## src/u8dec_pkg.sv

```systemverilog
// ----------------------------------------------------------------------------
// u8dec_pkg
// Constants and stage record types for the UTF-8 code point decoder.
// ----------------------------------------------------------------------------
package u8dec_pkg;

   localparam int unsigned CP_W    = 21;
   localparam int unsigned BYTE_W  = 8;
   localparam int unsigned AVAIL_W = 3;
   localparam int unsigned LEN_W   = 3;
   localparam int unsigned TRAIL_W = 6;

   localparam logic [CP_W-1:0]  SURR_LO     = 21'h00d800;
   localparam logic [CP_W-1:0]  SURR_HI     = 21'h00dfff;
   localparam logic [CP_W-1:0]  ERR_CP_RST  = 21'h00fffd;

   localparam logic [BYTE_W-1:0] LEAD2_PAYLOAD = 8'h1f;
   localparam logic [BYTE_W-1:0] LEAD3_PAYLOAD = 8'h0f;
   localparam logic [BYTE_W-1:0] LEAD4_PAYLOAD = 8'h07;
   localparam logic [BYTE_W-1:0] TRAIL_PAYLOAD = 8'h3f;
   localparam logic [BYTE_W-1:0] LEAD2_TAG     = 8'hc0;
   localparam logic [BYTE_W-1:0] LEAD3_TAG     = 8'he0;
   localparam logic [BYTE_W-1:0] LEAD4_TAG     = 8'hf0;
   localparam logic [BYTE_W-1:0] ASCII_TAG_BIT = 8'h80;
   localparam logic [BYTE_W-1:0] TRAIL_LO      = 8'h80;
   localparam logic [BYTE_W-1:0] TRAIL_HI      = 8'hbf;

   // Sequence length codes. LEN_NONE marks a window whose lead cannot start a sequence or that is too short.
   localparam logic [LEN_W-1:0] LEN_NONE = 3'd0;
   localparam logic [LEN_W-1:0] LEN_1    = 3'd1;
   localparam logic [LEN_W-1:0] LEN_2    = 3'd2;
   localparam logic [LEN_W-1:0] LEN_3    = 3'd3;
   localparam logic [LEN_W-1:0] LEN_4    = 3'd4;

   localparam logic [AVAIL_W-1:0] AVAIL_2 = 3'd2;
   localparam logic [AVAIL_W-1:0] AVAIL_3 = 3'd3;
   localparam logic [AVAIL_W-1:0] AVAIL_4 = 3'd4;

   // Stage one: lead classified, payload bits split out.
   typedef struct packed {
      logic [LEN_W-1:0]   len;
      logic [6:0]         lead;
      logic [TRAIL_W-1:0] t1;
      logic [TRAIL_W-1:0] t2;
      logic [TRAIL_W-1:0] t3;
      logic [2:0]         trail_ok;
   } s1_type;

   // Stage two: code point assembled, structural errors folded in.
   typedef struct packed {
      logic [LEN_W-1:0] len;
      logic [CP_W-1:0]  cp;
      logic             bad;
   } s2_type;

endpackage

```

## src/utf8_codepoint_decoder.sv

```systemverilog
// ----------------------------------------------------------------------------
// utf8_codepoint_decoder
// Three-stage pipelined decoder of one UTF-8 sequence window per cycle.
// ----------------------------------------------------------------------------
//
// Channel   Direction  Handshake               Payload
// req       in         start, busy             req_byte0..3, req_avail
// rsp       out        rsp_valid (strobe)      rsp_codepoint, rsp_seq_len,
//                                              rsp_is_error
// csr       in         csr_valid, csr_ready    csr_wdata (error code point)
//
// One item can enter every cycle; each result passes in order through the three
// register stages (classify, assemble, check and select). Busy is never raised
// because the receiver cannot stall and nothing in the pipeline waits on
// anything else.
// Synchronous reset clears the stage valid bits and sets the error code
// point to U+FFFD; payload registers are not reset.
//
module utf8_codepoint_decoder (
   input  logic                          clock,
   input  logic                          reset,
   input  logic                          start,
   output logic                          busy,
   input  logic [u8dec_pkg::BYTE_W-1:0]  req_byte0,
   input  logic [u8dec_pkg::BYTE_W-1:0]  req_byte1,
   input  logic [u8dec_pkg::BYTE_W-1:0]  req_byte2,
   input  logic [u8dec_pkg::BYTE_W-1:0]  req_byte3,
   input  logic [u8dec_pkg::AVAIL_W-1:0] req_avail,
   output logic                          rsp_valid,
   output logic [u8dec_pkg::CP_W-1:0]    rsp_codepoint,
   output logic [u8dec_pkg::LEN_W-1:0]   rsp_seq_len,
   output logic                          rsp_is_error,
   input  logic                          csr_valid,
   output logic                          csr_ready,
   input  logic [u8dec_pkg::CP_W-1:0]    csr_wdata
);
   import u8dec_pkg::*;

   // The configuration register is always writable; the user must write it only
   // while no item is in flight, as the block itself does not enforce this.
   logic [CP_W-1:0] err_cp_ff, err_cp_in;

   logic   s1_valid_ff, s1_valid_in;
   s1_type s1_ff, s1_in;
   logic   s2_valid_ff, s2_valid_in;
   s2_type s2_ff, s2_in;

   logic             out_valid_ff, out_valid_in;
   logic [CP_W-1:0]  out_cp_ff, out_cp_in;
   logic [LEN_W-1:0] out_len_ff, out_len_in;
   logic             out_err_ff, out_err_in;

   logic accept;

   assign busy      = 1'b0;
   assign csr_ready = 1'b1;
   assign accept    = start && !busy;

   assign err_cp_in = (csr_valid && csr_ready) ? csr_wdata : err_cp_ff;

   // A trailing byte is good when it lies in 80..BF.
   function automatic logic trail_good(input logic [BYTE_W-1:0] b);
      return (b >= TRAIL_LO) && (b <= TRAIL_HI);
   endfunction

   // Stage one: work out the sequence length from the lead byte and the
   // number of bytes available. Avail values above four compare as four, so
   // the raw field serves directly in the greater-or-equal tests.
   always_comb begin
      s1_valid_in = accept;
      s1_in.len   = LEN_NONE;
      if (req_avail == '0) begin
         s1_in.len = LEN_NONE;
      end else if ((req_byte0 & ASCII_TAG_BIT) == '0) begin
         s1_in.len = LEN_1;
      end else if (((req_byte0 & ~LEAD2_PAYLOAD) == LEAD2_TAG) && (req_avail >= AVAIL_2)) begin
         s1_in.len = LEN_2;
      end else if (((req_byte0 & ~LEAD3_PAYLOAD) == LEAD3_TAG) && (req_avail >= AVAIL_3)) begin
         s1_in.len = LEN_3;
      end else if (((req_byte0 & ~LEAD4_PAYLOAD) == LEAD4_TAG) && (req_avail >= AVAIL_4)) begin
         s1_in.len = LEN_4;
      end
      s1_in.lead     = req_byte0[6:0];
      s1_in.t1       = req_byte1[TRAIL_W-1:0];
      s1_in.t2       = req_byte2[TRAIL_W-1:0];
      s1_in.t3       = req_byte3[TRAIL_W-1:0];
      s1_in.trail_ok = {trail_good(req_byte3), trail_good(req_byte2), trail_good(req_byte1)};
   end

   // Stage two: place the payload bits and check only the trailing bytes
   // that the length actually needs.
   always_comb begin
      logic bad_trail;
      s2_valid_in = s1_valid_ff;
      s2_in.len   = s1_ff.len;
      bad_trail   = 1'b0;
      case (s1_ff.len)
         LEN_1: begin
            s2_in.cp  = {14'd0, s1_ff.lead};
         end
         LEN_2: begin
            s2_in.cp  = {10'd0, s1_ff.lead[4:0], s1_ff.t1};
            bad_trail = !s1_ff.trail_ok[0];
         end
         LEN_3: begin
            s2_in.cp  = {5'd0, s1_ff.lead[3:0], s1_ff.t1, s1_ff.t2};
            bad_trail = !(s1_ff.trail_ok[0] && s1_ff.trail_ok[1]);
         end
         LEN_4: begin
            s2_in.cp  = {s1_ff.lead[2:0], s1_ff.t1, s1_ff.t2, s1_ff.t3};
            bad_trail = !(&s1_ff.trail_ok);
         end
         default: begin
            s2_in.cp  = '0;
         end
      endcase
      s2_in.bad = (s1_ff.len == LEN_NONE) || bad_trail;
   end

   // Stage three: reject surrogates and pick between the decoded value and
   // the configured error code point.
   always_comb begin
      logic bad;
      bad          = s2_ff.bad || ((s2_ff.cp >= SURR_LO) && (s2_ff.cp <= SURR_HI));
      out_valid_in = s2_valid_ff;
      out_err_in   = bad;
      out_cp_in    = bad ? err_cp_ff : s2_ff.cp;
      out_len_in   = bad ? LEN_1 : s2_ff.len;
   end

   always_ff @(posedge clock) begin
      if (reset) begin
         err_cp_ff    <= ERR_CP_RST;
         s1_valid_ff  <= 1'b0;
         s2_valid_ff  <= 1'b0;
         out_valid_ff <= 1'b0;
      end else begin
         err_cp_ff    <= err_cp_in;
         s1_valid_ff  <= s1_valid_in;
         s2_valid_ff  <= s2_valid_in;
         out_valid_ff <= out_valid_in;
      end
   end

   always_ff @(posedge clock) begin
      s1_ff      <= s1_in;
      s2_ff      <= s2_in;
      out_cp_ff  <= out_cp_in;
      out_len_ff <= out_len_in;
      out_err_ff <= out_err_in;
   end

   assign rsp_valid     = out_valid_ff;
   assign rsp_codepoint = out_cp_ff;
   assign rsp_seq_len   = out_len_ff;
   assign rsp_is_error  = out_err_ff;

`ifndef SYNTHESIS
   // Every accepted item yields its result through the three register stages.
   a_latency: assert property (@(posedge clock) disable iff (reset)
      accept |-> ##3 rsp_valid)
      else $error("result missing three cycles after accept");

   // No result appears without a matching item accepted before it.
   a_no_phantom: assert property (@(posedge clock) disable iff (reset)
      rsp_valid |-> $past(accept, 3))
      else $error("result without a matching item");

   // An item with nothing available must come out as an error.
   a_empty_err: assert property (@(posedge clock) disable iff (reset)
      (accept && (req_avail == '0)) |-> ##3 (rsp_is_error && (rsp_seq_len == LEN_1)))
      else $error("empty window not reported as error");

   // A good result is never a surrogate and an error always consumes one byte.
   a_result_form: assert property (@(posedge clock) disable iff (reset)
      rsp_valid |-> (rsp_is_error ? ((rsp_seq_len == LEN_1) && (rsp_codepoint == err_cp_ff))
                     : ((rsp_codepoint < SURR_LO) || (rsp_codepoint > SURR_HI))))
      else $error("malformed result");
`endif

endmodule

```

## config.mk

```make
export PLATFORM = sky130hd
export DESIGN_NAME = utf8_codepoint_decoder
export DESIGN_NICKNAME = d
export VERILOG_FILES = /design/src/u8dec_pkg.sv /design/src/utf8_codepoint_decoder.sv
export SDC_FILE = /design/constraint.sdc
export NUM_CORES = 1
export LEC_CHECK = 0
export ABC_CLOCK_PERIOD_IN_PS = 2100
export BUFFER_PORTS_ARGS = -buffer_cell sky130_fd_sc_hd__buf_2
export CAP_MARGIN = 15
export CORE_MARGIN = 1.5
export CORE_UTILIZATION = 55
export CTS_BUF_LIST = sky130_fd_sc_hd__clkbuf_16
export CTS_CLUSTER_DIAMETER = 80
export DETAILED_ROUTE_END_ITERATION = 10
export PLACE_DENSITY_LB_ADDON = 0.15
export REMOVE_ABC_BUFFERS = 1
export SLEW_MARGIN = 40
export SYNTH_ARGS = -nofsm -noshare
export SYNTH_HDL_FRONTEND = slang
export SYNTH_SLANG_ARGS = --single-unit
```

## constraint.sdc

```tcl
create_clock -name clock -period 2.1 [get_ports clock]
set_input_delay 0.42 -clock clock [delete_from_list [all_inputs] [get_ports clock]]
set_output_delay 0.42 -clock clock [all_outputs]
set_load 0.05 [all_outputs]
```

Word level (Yosys, flattened, before mapping)
Cells that the tools add are included.

Register bits: 105. Output and inout port bits: 28.

$lt $le $gt $ge: 11. Eq/ne operators: 7. Multiplexer cells: 7. Reductions and logical operators: 19.

Operator list (count): $pmux W21 S4 (1); $ge A8 B8 Y1 const B (3); $le A8 B8 Y1 const B (3); $ge A21 B16 Y1 const B (1); $le A21 B16 Y1 const B (1); $mux W21 (1); $logic_and A1 B1 Y1 (8); $logic_not A8 Y1 (1); $eq A3 B2 Y1 const B (2); $eq A3 B3 Y1 const B (2); $ge A3 B2 Y1 const B (2); $logic_not A3 Y1 (2); $eq A5 B5 Y1 const B (1); $eq A4 B4 Y1 const B (1); $mux W2 (2); $reduce_or A4 Y1 (1); $eq A3 B1 Y1 const B (1); $ge A3 B3 Y1 const B (1); $logic_not A1 Y1 (3); $mux W3 (1); $pmux W1 S3 (1); $reduce_and A3 Y1 (1); $logic_or A1 B1 Y1 (2); $reduce_or A2 Y1 (1); $mux W1 (1).

Depth between registers and ports, before layout
Gate-level depths: netlist of the first run.

Depth in word-level cells: 6. Depth in mapped cells: 6.

Least setup slack after synthesis of the first run
No wires, ideal clock.

Path kind: reg2reg. Start point: reg s2_ff[19] in the netlist's numbering. End point: reg out_cp_ff[10], in the netlist rsp_codepoint[10]. Library setup time: 0.121 ns. Data arrival time: 1.308 ns. Setup slack: 0.671 ns. Cell stages (with the launch flop): 5. Path buffers: 1. Period minus slack after synthesis: 1.429 ns. Cell sequence: dfxtp_1 -> nor4b_4 -> a41oi_4 -> buf_6 -> mux2_4.

Longest elaborated chain between the ends: 4. Elaborated cells between the ends (all ways): 5.

Ends and longest elaborated chain: start, declared (line utf8_codepoint_decoder.sv:46) `s2_type s2_ff, s2_in;`; start signal, assigned (line utf8_codepoint_decoder.sv:147) `s2_ff <= s2_in;`; $ge A21 B16 Y1 / $le A21 B16 Y1 (equally long branches) (line utf8_codepoint_decoder.sv:124) `bad = s2_ff.bad || ((s2_ff.cp >= SURR_LO) && (s2_ff.cp <= SURR_HI));`; $logic_and A1 B1 Y1 * (line utf8_codepoint_decoder.sv:124); $logic_or A1 B1 Y1 * (line utf8_codepoint_decoder.sv:124); $mux W21 * (line utf8_codepoint_decoder.sv:127) `out_cp_in = bad ? err_cp_ff : s2_ff.cp;`; net out_cp_in[10] (line utf8_codepoint_decoder.sv:49) `logic [CP_W-1:0] out_cp_ff, out_cp_in;`; end signal, assigned (line utf8_codepoint_decoder.sv:148) `out_cp_ff <= out_cp_in;`; end, declared (line utf8_codepoint_decoder.sv:49).

The timed path passes the listed nets; every way through them passes the cells marked *. A chain may end at the register's enable or synchronous reset.

Worst setup path in the final report of the first run
Ends and elaborated chain as after synthesis.

==> reports/qor.csv, run 1 <==
stage;metric;value;unit
worst_setup_path;critPathArrivalTime;1.86;ns
route;wirelength;6300;µm
sta;rsz0062_at_grt;no;
logic_synthesis;synth.distinct_cells;38;
sta;fmax;609;MHz
logic_synthesis;synthesis.area;3380;µm²
logic_synthesis;yosys_register_bits;105;
worst_setup_path;crit_path_start_kind;flop;
clocking;cts_buffers;9;
route;vias_per_cell;5.08;
logic_synthesis;synth.area.top_cells;dfxtp_1 62%, mux2i_1 8.3%, mux2_4 5.8%;
clocking;worstSkewPairLatency;0.33;ns
placement;routabilityCongestion;0.787;
clocking;cts_setup_buffers;0;
logic_synthesis;synth-edff-count;0;
logic_synthesis;async_reset_ff_frac;0;
pwr;intPower;3130;µW
logic_synthesis;yosysTopAreaCell;dfxtp_1;
worst_setup_path;r2r_end;rsp_codepoint[10];
pwr;switchingPower;1090;µW
pwr;clkPwrFrac;0.354;
pwr;pwr-share-comb;0.128;
placement;hpwlAfterDp;4440;µm
clocking;cts_sinks;105;
worst_setup_path;slowest_delay;0.38;ns
route;routedWlPerCell;14.3;µm
global_route;grt_pass1_wl;9740;µm
clocking;h-tree-depth;3;
layout;instances_no_fill;439;
layout;fin_nets;419;
logic_synthesis;synthTopCellsByCount;105 x dfxtp_1, 28 x mux2i_1, 17 x nand2_1;
logic_synthesis;yosysTopAreaCellShare;0.623;
floorplan;initial_core_util;0.570;
sta;worst_slack;0.457;ns
worst_setup_path;rr_worst_depth;4;
logic_synthesis;avgSynthCellArea;12.4;µm²
logic_synthesis;ys.flop_type;dfxtp_1;
worst_setup_path;cp.required;2.32;ns
worst_setup_path;reg2reg_slack;0.46;ns
route;first_iter_violations;70;
pwr;peakVddDrop;0.638;mV
worst_setup_path;critPathMaxFanout;11;
hold_path;hold_depth;1;
placement;port_buffers;85;
floorplan;io_pins;88;
pwr;cellPowerDensity;1020;nW/µm²
layout;drive_gt1_frac;0.346;
worst_setup_path;path_cells;nor4b_4 > a41oi_4 > buf_6 > mux2_4;
sta;setup_tns;0;ns
clocking;cts-root-buf;clkbuf_16;
pwr;netSwitchingFraction;0.258;
route;route.detailed.drc;0;
pwr;p_leak;0.00189;µW
worst_setup_path;cpLargestDelayFamily;simple AND/OR/NAND/NOR gates;
layout;syn2layout_area_growth;22.3;%
global_route;grt_overflow;0;
floorplan;die-width;81.3;µm
global_route;grt_max_degree;24;
placement;dp_slack;0.350;ns
sta;worstMarginPinSlew;0.669;ns
logic_synthesis;yosysMostFrequentCell;dfxtp_1;
floorplan;fp.dieArea;6620;µm²
worst_setup_path;critPathKind;flop to flop;
sta;hold_violations;0;
hold_path;worstHoldStart;req_byte1[0];
global_route;grt_antenna_before_repair;0;
layout;fin_util;0.698;
logic_synthesis;netlist_instances;272;
floorplan;die_h;81.3;µm
flow_run;drv_cap;0;
floorplan;core_area;5920;µm²
worst_setup_path;endpoint_kind;flop;
placement;dp.cells;422;
layout;n_fill_cell;436;
floorplan;row_count;28;
hold_path;whs_endpoint;s1_ff[15];
clocking;path_clk_slew;0.07;ns
pwr;total_power;4220;µW
route;dr.pass1.iters;5;
run_status;status;completed;
worst_setup_path;cp_num_buf_inv;1;
clocking;cts_tree;built;
clocking;hold_buffers;0;
layout;diodes;0;
route;ant_nets;0;
global_route;grt_util_all_layers;0.203;
sta;max-slew-margin-rel;0.554;
sta;setup_viol;0;
sta;finClkSkew;0.00652;ns
route;vias;2230;
logic_synthesis;synth.yosys.seq_area_share;0.623;
global_route;grt_pass1_vias;2080;
logic_synthesis;yosysWarnings;0;
hold_path;hold_class;primary input to flop;
pwr;power.share.sequential;0.518;
clocking;cts_resized;0;
worst_setup_path;rr_startpoint;s2_ff[19];
sta;drv_slew;0;
clocking;clk_path_buf_depth;2;
worst_setup_path;crit_slowest_cell;nor4b_4;
sta;layout_min_cycle_time;1.64;ns
sta;finalCritPeriodShare;0.782;
-- per-layer routing --
layer / up-vias / track usage / routed length [µm]
li1: 1124 / - / -
met1: 1012 / 0.246 / 2840
met2: 86 / 0.320 / 2990
met3: 8 / 0.0607 / 388
met4: 0 / 0.112 / 85
met5: - / 0 / 0
-- state kept, by name, indices dropped and copies added (netlist names) --
register / cells
err_cp_ff: 21
s1_ff: 31
rsp_is_error: 1
rsp_codepoint: 21
s1_valid_ff: 1
s2_ff: 25
rsp_valid: 1
out_valid_in: 1
rsp_seq_len: 3
-- worst max-delay path by stage --
stage	start	end	slack, ns	cells past startpoint
CTS	s2_ff[14]	rsp_codepoint[1]	0.31	3
floorplan	s2_ff[14]	rsp_codepoint[0]	0.46	3
global route	s1_ff[30]	s2_ff[8]	0.34	4
finish	s2_ff[19]	rsp_codepoint[10]	0.46	4
global placement	s2_ff[14]	rsp_codepoint[1]	0.37	3
detailed placement	s2_ff[14]	rsp_codepoint[0]	0.35	3
-- logic make-up (layout without fill, tap and decap cells) --
| kind of cell | Yosys count | after routing | synth area share |
|---|---|---|---|
| AO/OA/AOI/OAI | 44 | 44 | 0.103 |
| adder cells (fa/ha/maj) | 1 | 1 | 0.00297 |
| buffers and inverters | 26 | 118 | 0.0374 |
| flip-flops | 105 | 105 | 0.623 |
| multiplexers | 43 | 43 | 0.148 |
| other | 2 | 2 | 0.00222 |
| AND/OR/NAND/NOR | 51 | 51 | 0.0845 |
-- through the flow --
stage,cell area [µm²],hold WS [ns]
floorplan,3290,0.386
global placement,3850,0.397
detailed placement,3850,0.405
CTS,4120,0.173
global route,4130,0.166
finish,4130,0.183
-- layout by cell type (no fill, tap or decap), types with 2 or more instances in the layout --
cell        count
nor2b_1         8
conb_1          2
nand2b_1        3
clkinvlp_4      2
nand2_1        17
buf_4           5
mux2i_1        28
clkinv_2        2
and3_1          5
a22oi_1        11
mux2_4         13
o22ai_1         8
o211ai_1        2
a21oi_1         4
dfxtp_1       105
clkbuf_16       9
inv_1          11
buf_2          85
and2_1          3
a22o_1          5
mux2_2          2
nor2_1          8
o2bb2ai_1       6
-- power groups by stage --
stage	registers, µW	logic, µW	clock network (µW)
global placement	2230	527	0
detailed placement	2230	537	0
floorplan	2410	184	0
global route	2200	574	1610
finish	2190	539	1490
CTS	2190	541	1520
-- layout make-up --
cell class	count	area, µm²	area share
flip-flops and latches	105	2100	0.509
clock inverters	7	46.3	0.0112
repair buffers	91	474	0.115
multi-input cells	141	1150	0.278
well taps	75	93.8	0.0227
inverters	11	41.3	0.0100
clock buffers	9	225	0.0545
(Power assumes the default switching activity.)
==> run 2: changes to the inputs <==
- ABC_CLOCK_PERIOD_IN_PS: 2100 -> 1400
- CORE_UTILIZATION: 55 -> 46
- clock period: 2.1 -> 1.4 ns (I/O delays scaled with it)
==> run 2 against run 1 <==
The run now ends with setup timing left. Clock-buffer cell count is the same. First-iteration DRC count grew 24%. Cell count increased by 9.3%. Worst setup slack got worse by 0.55 ns. Critical path type unchanged. Highest routed layer unchanged.
==> reports/qor.csv, run 2 (synthesis results as in run 1) <==
stage;metric;value;unit;change
route;routedWlPerCell;13.7;µm;was 14.3 µm
worst_setup_path;critPathMaxFanout;15;;was 11
layout;postLayoutCellArea;4410;µm²;was 4130 µm²
sta;rsz0062_at_grt;yes;;was no
route;ant_nets;0;;unchanged
run_status;violations;setup timing;;
sta;finalCritPeriodShare;1.06;;was 0.782
layout;fin_util;0.615;;was 0.698
sta;layout_min_cycle_time;1.49;ns;was 1.64 ns
floorplan;row_count;31;;was 28
route;vias_per_cell;4.70;;was 5.08
worst_setup_path;endpoint_kind;flop;;unchanged
worst_setup_path;cp.required;1.62;ns;was 2.32 ns
global_route;grt_pass1_vias;2119;;was 2080
hold_path;hold_class;primary input to flop;;unchanged
worst_setup_path;slowest_delay;0.36;ns;was 0.38 ns
worst_setup_path;r2r_end;rsp_codepoint[16];;was rsp_codepoint[10]
pwr;total_power;6940;µW;was 4220 µW
hold_path;worstHoldStart;req_byte1[4];;was req_byte1[0]
placement;dpl_cell_area;4030;µm²;was 3850 µm²
worst_setup_path;cp_num_buf_inv;1;;unchanged
route;dr.pass1.iters;5;;unchanged
sta;drv_slew;0;;unchanged
placement;hpwlAfterDp;4790;µm;was 4440 µm
worst_setup_path;rr_worst_depth;4;;unchanged
route;vias;2258;;was 2230
layout;syn2layout_area_growth;30.7;%;was 22.3%
layout;fin_nets;436;;was 419
clocking;hold_buffers;0;;unchanged
clocking;path_clk_slew;0.07;ns;about the same
sta;finClkSkew;0.00528;ns;was 0.00652 ns
clocking;cts_sinks;105;;unchanged
floorplan;fp.dieArea;7860;µm²;was 6620 µm²
worst_setup_path;path_cells;nor4b_4 > a41oi_4 > buf_12 > mux2_4;;was nor4b_4 > a41oi_4 > buf_6 > mux2_4
layout;diodes;0;;unchanged
global_route;grt_pass1_wl;10200;µm;was 9740 µm
layout;regMostFlops;s1_ff;;unchanged
pwr;cellPowerDensity;1570;nW/µm²;was 1020 nW/µm²
global_route;grt_overflow;0;;unchanged
sta;worst_slack;-0.0903;ns;was 0.457 ns
worst_setup_path;crit_path_start_kind;flop;;unchanged
global_route;grt_max_degree;24;;unchanged
layout;final_common_cell;dfxtp_1;;unchanged
sta;fmax;671;MHz;was 609 MHz
floorplan;core_area;7180;µm²;was 5920 µm²
clocking;cts_tree;built;;unchanged
floorplan;die_h;88.7;µm;was 81.3 µm
global_route;grt_util_all_layers;0.178;;was 0.203
worst_setup_path;critPathKind;flop to flop;;unchanged
floorplan;die-width;88.7;µm;was 81.3 µm
worst_setup_path;critPathArrivalTime;1.71;ns;was 1.86 ns
placement;routabilityCongestion;0.745;;was 0.787
sta;whs;0.0408;ns;was 0.183 ns
flow_run;drv_cap;0;;unchanged
layout;drive_gt1_frac;0.388;;was 0.346
pwr;peakVddDrop;0.681;mV;was 0.638 mV
worst_setup_path;crit_slowest_cell;nor4b_4;;unchanged
route;first_iter_violations;87;;was 70
pwr;p_leak;0.00204;µW;was 0.00189 µW
layout;largest_reg_flops;31;;unchanged
placement;port_buffers;85;;unchanged
route;route.detailed.drc;0;;unchanged
run_status;status;finished, violations left;;was completed
worst_setup_path;rr_startpoint;s2_ff[17];;was s2_ff[19]
worst_setup_path;cpLargestDelayFamily;simple AND/OR/NAND/NOR gates;;unchanged
global_route;grt_antenna_before_repair;0;;unchanged
clocking;cts_buffers;9;;unchanged
worst_setup_path;reg2reg_slack;-0.09;ns;was 0.46 ns
hold_path;whs_endpoint;s1_ff[19];;was s1_ff[15]
clocking;worstSkewPairLatency;0.33;ns;about the same
hold_path;hold_depth;1;;unchanged
sta;setup_viol;16;;was 0
route;wirelength;6580;µm;was 6300 µm
clocking;cts-root-buf;clkbuf_16;;unchanged
floorplan;initial_core_util;0.470;;was 0.570
clocking;clk_path_buf_depth;2;;unchanged
sta;hold_violations;0;;unchanged
layout;largestRegisters;s1_ff (31), s2_ff (25);;unchanged
layout;layout_common_cells;104 x dfxtp_1, 85 x buf_2, 28 x mux2i_1;;was 105 x dfxtp_1, 85 x buf_2, 28 x mux2i_1
clocking;h-tree-depth;3;;unchanged
floorplan;io_pins;88;;unchanged
[run 2: cell count changes in the layout (fill, tap and decap cells not counted), sizes merged]
cell / before / now
bufinv: 0 / 3
inv: 12 / 13
clkinv: 4 / 2
clkinvlp: 2 / 0
buf: 91 / 108
[run 2: area by class of cell]
class                   instances  area, µm²
repair buffers                108        631
flip-flops and latches        105       2100
multi-input cells             141       1170
inverters                      11       41.3
well taps                      99        124
fillers                       596       2770
clock inverters                 7        116
clock buffers                   9        225
[run 2: worst max path at each step]
stage / end / depth (start not counted) / slack, ns / start
floorplan: rsp_codepoint[0] / 3 / -0.24 / s2_ff[14]
global placement: rsp_codepoint[9] / 4 / -0.04 / s2_ff[19]
detailed placement: rsp_codepoint[6] / 4 / -0.07 / s2_ff[19]
CTS: rsp_codepoint[16] / 4 / -0.10 / s2_ff[17]
global route: rsp_codepoint[16] / 4 / -0.15 / s2_ff[17]
finish: rsp_codepoint[16] / 4 / -0.09 / s2_ff[17]
[run 2: worst reg2reg max path, cell delays in order (launching register included)]
cell and delay [ns]:
dfxtp_2 0.34, nor4b_4 0.36, a41oi_4 0.19, buf_12 0.19, mux2_4 0.30
[run 2: metrics by stage]
| step | std cells | setup WS (ns) | setup TNS, ns |
|---|---|---|---|
| 3_3_place_gp | 463 | -0.0387 | -0.522 |
| 3_5_place_dp | 463 | -0.0663 | -0.960 |
| 6_report | 480 | -0.0903 | -1.13 |
| 4_1_cts | 480 | -0.103 | -1.30 |
| 5_1_grt | 480 | -0.145 | -1.98 |
| 2_1_floorplan | 257 | -0.240 | -3.51 |
[run 2: repair_timing]
action                                 in CTS  in global routing
setup buffers                               1                  0
endpoints found under the hold margin       0                  0
pin swaps                                   3                  2
resized for setup                           6                  2
setup endpoints to repair                  18                 19
cloned                                      0                  0
[run 2: power by group]
| group | internal [µW] | leakage, µW | switching (µW) | total, µW |
|---|---|---|---|---|
| clock | 1750 | 0.000168 | 1060 | 2810 |
| sequential | 3190 | 0.000873 | 84.3 | 3270 |
| combinational | 337 | 0.000994 | 520 | 857 |
| total | 5270 | 0.00204 | 1660 | 6940 |
[run 2: layer usage]
| layer | share of wire | global-route usage | vias to the layer above | wire length [µm] |
|---|---|---|---|---|
| li1 | - | - | 1151 | - |
| met1 | 0.46 | 0.225 | 1046 | 3040 |
| met2 | 0.48 | 0.289 | 55 | 3170 |
| met3 | 0.042 | 0.0401 | 6 | 276 |
| met4 | 0.014 | 0.0852 | 0 | 93 |
| met5 | 0 | 0 | - | 0 |
==> run 3: changes to the inputs <==
- ABC_AREA: not set -> 1
==> run 3 against run 2 <==
The flow now finishes without violations. Critical path depth up 1. Cell area shrank 4.6%. Clock skew increased by 0.00072 ns. Critical endpoint is now s2_ff[11]. Non-clock buffer count shrank 16. Flip-flop and latch count unchanged. Clock power fell by 2%. Fmax is 18% higher. Synthesized cell count increased by 40%. Clock-buffer cell count unchanged. First-iteration DRC count increased by 69%. Hold slack barely moved.
==> reports/qor.csv, run 3 <==
stage;metric;value;unit;change
worst_setup_path;critPathArrivalTime;1.51;ns;was 1.71 ns
route;dr.pass1.iters;4;;was 5
worst_setup_path;critPathMaxFanout;10;;was 15
placement;port_buffers;85;;unchanged
layout;largest_reg_flops;31;;unchanged
worst_setup_path;reg2reg_slack;0.14;ns;was -0.09 ns
clocking;cts_resized;0;;was 6
global_route;grt_util_all_layers;0.191;;was 0.178
placement;dp.cells;555;;was 463
worst_setup_path;cp_num_buf_inv;2;;was 1
worst_setup_path;critPathKind;flop to flop;;unchanged
worst_setup_path;cp.required;1.65;ns;was 1.62 ns
clocking;cts-root-buf;clkbuf_16;;unchanged
route;first_iter_violations;147;;was 87
pwr;cellPowerDensity;1620;nW/µm²;was 1570 nW/µm²
placement;dp_slack;0.166;ns;was -0.0663 ns
worst_setup_path;rr_worst_depth;5;;was 4
logic_synthesis;yosys_register_bits;105;;unchanged
clocking;cts_setup_buffers;0;;was 1
sta;finClkSkew;0.00601;ns;was 0.00528 ns
route;ant_nets;0;;unchanged
hold_path;hold_depth;1;;unchanged
layout;diodes;0;;unchanged
layout;regMostFlops;s1_ff;;unchanged
pwr;clkPwrFrac;0.402;;was 0.405
layout;instances_no_fill;571;;was 480
pwr;netSwitchingFraction;0.245;;was 0.239
logic_synthesis;synthesis.area;3370;µm²;was 3380 µm²
sta;hold_violations;0;;unchanged
clocking;path_clk_slew;0.07;ns;about the same
sta;fmax;793;MHz;was 671 MHz
logic_synthesis;yosysWarnings;0;;unchanged
worst_setup_path;crit_top_cell;inv_2;;
floorplan;row_count;31;;unchanged
sta;rsz0062_at_grt;no;;was yes
layout;fin_util;0.586;;was 0.615
clocking;cts_buffers;9;;unchanged
global_route;grt_overflow;0;;unchanged
pwr;switchingPower;1680;µW;was 1660 µW
route;routedWlPerCell;11.8;µm;was 13.7 µm
hold_path;whs_endpoint;s1_ff[13];;was s1_ff[19]
logic_synthesis;synth.distinct_cells;29;;was 38
pwr;power.share.sequential;0.481;;was 0.472
global_route;grt_pass1_wl;11200;µm;was 10200 µm
sta;setup_tns;0;ns;was -1.13 ns
layout;layout_common_cells;105 x nand2_1, 105 x dfxtp_1, 85 x buf_2;;was 104 x dfxtp_1, 85 x buf_2, 28 x mux2i_1
worst_setup_path;crit_slowest_cell;dfxtp_1;;was nor4b_4
route;vias;2658;;was 2258
worst_setup_path;crit_path_start_kind;flop;;unchanged
global_route;grt_pass1_vias;2441;;was 2119
clocking;h-tree-depth;3;;unchanged
logic_synthesis;avgSynthCellArea;8.88;µm²;was 12.4 µm²
global_route;grt_antenna_before_repair;0;;unchanged
sta;setup_viol;0;;was 16
layout;fin_nets;527;;was 436
clocking;worstSkewPairLatency;0.34;ns;was 0.33 ns
floorplan;core_area;7180;µm²;unchanged
clocking;cts_sinks;105;;unchanged
logic_synthesis;synth.area.top_cells;dfxtp_1 62%, nand2_1 12%, nand3_1 5.6%;;was dfxtp_1 62%, mux2i_1 8.3%, mux2_4 5.8%
route;wirelength;6770;µm;was 6580 µm
layout;syn2layout_area_growth;24.7;%;was 30.7%
floorplan;io_pins;88;;unchanged
worst_setup_path;path_cells;inv_2 > nand3_1 > inv_2 > nand2_1 > o211ai_1;;was nor4b_4 > a41oi_4 > buf_12 > mux2_4
worst_setup_path;rr_startpoint;s1_ff[30];;was s2_ff[17]
logic_synthesis;ys.flop_type;dfxtp_1;;unchanged
worst_setup_path;cpLargestDelayFamily;buffers and inverters;;was simple AND/OR/NAND/NOR gates
floorplan;die-width;88.6;µm;was 88.7 µm
worst_setup_path;r2r_end;s2_ff[11];;was rsp_codepoint[16]
pwr;peakVddDrop;0.804;mV;was 0.681 mV
clocking;hold_buffers;0;;unchanged
logic_synthesis;netlist_instances;380;;was 272
worst_setup_path;crit_path_start;s1_ff[30];;was s2_ff[17]
logic_synthesis;synthTopCellsByCount;105 x dfxtp_1, 105 x nand2_1, 38 x nand3_1;;was 105 x dfxtp_1, 28 x mux2i_1, 17 x nand2_1
floorplan;initial_core_util;0.470;;about the same
logic_synthesis;async_reset_ff_frac;0;;unchanged
route;route.detailed.drc;0;;unchanged
flow_run;drv_cap;0;;unchanged
hold_path;hold_class;primary input to flop;;unchanged
route;vias_per_cell;4.65;;was 4.70
placement;routabilityCongestion;0.826;;was 0.745
worst_setup_path;endpoint_kind;flop;;unchanged
placement;hpwlAfterDp;4890;µm;was 4790 µm
pwr;total_power;6830;µW;was 6940 µW
layout;largestRegisters;s1_ff (31), s2_ff (25);;unchanged
pwr;intPower;5160;µW;was 5270 µW
sta;finalCritPeriodShare;0.901;;was 1.06
pwr;pwr-share-comb;0.117;;was 0.124
hold_path;worstHoldStart;req_byte2[4];;was req_byte1[4]
clocking;cts_tree;built;;unchanged
sta;drv_slew;0;;unchanged
logic_synthesis;yosysTopAreaCellShare;0.623;;about the same
floorplan;fp.dieArea;7860;µm²;about the same
logic_synthesis;yosysTopAreaCell;dfxtp_1;;unchanged
logic_synthesis;synth-edff-count;0;;unchanged
clocking;clk_path_buf_depth;2;;unchanged
global_route;grt_max_degree;25;;was 24
logic_synthesis;synth.yosys.seq_area_share;0.623;;about the same
worst_setup_path;slowest_delay;0.35;ns;was 0.36 ns
pwr;p_leak;0.00205;µW;was 0.00204 µW
sta;layout_min_cycle_time;1.26;ns;was 1.49 ns
floorplan;die_h;88.6;µm;was 88.7 µm
run_status;status;completed;;was finished, violations left
layout;drive_gt1_frac;0.261;;was 0.388
sta;worst_slack;0.139;ns;was -0.0903 ns
==> run 3: worst max-delay path by stage <==
stage | cells after the start | slack (ns) | endpoint
final | 5 | 0.14 | s2_ff[11]
after detailed placement | 5 | 0.17 | s2_ff[11]
after global placement | 5 | 0.15 | s2_ff[6]
after CTS | 5 | 0.15 | s2_ff[11]
after global routing | 5 | 0.02 | s2_ff[11]
after floorplan | 7 | 0.13 | rsp_codepoint[0]
==> run 3: cell families after synthesis <==
logic type,Yosys count,synth area share
and+or+nand+nor,206,0.275
other,2,0.00223
buffers and inverters,50,0.0686
AOI/OAI and AO/OA,17,0.0312
DFF,105,0.623
==> run 3: cell type report <==
cell class,instances,area [µm²]
flip-flops and latches,105,2100
clock inverters,7,110
fillers,677,2970
repair buffers,92,478
well taps,99,124
inverters,34,128
clock buffers,9,225
multi-input cells,225,1040
==> run 3: power by group through the flow <==
stage / logic, µW / clock network, µW / registers (µW)
after floorplan: 239 / 0 / 3640
after global placement: 800 / 0 / 3350
after detailed placement: 804 / 0 / 3350
after CTS: 807 / 2810 / 3290
after global routing: 876 / 2950 / 3310
final: 800 / 2750 / 3290
==> run 3: routing by layer <==
layer  wire length (µm)  global-route usage
met5                  0                   0
met4                 86              0.0810
met3                353              0.0494
met2               3110               0.300
met1               3220               0.249
==> run 3: per-stage QoR <==
step                      hold WS, ns  cell area (µm²)
after floorplan                 0.308             3270
after global routing           0.0223             4210
final                          0.0412             4210
after detailed placement        0.384             3870
after global placement          0.383             3870
after CTS                      0.0322             4210
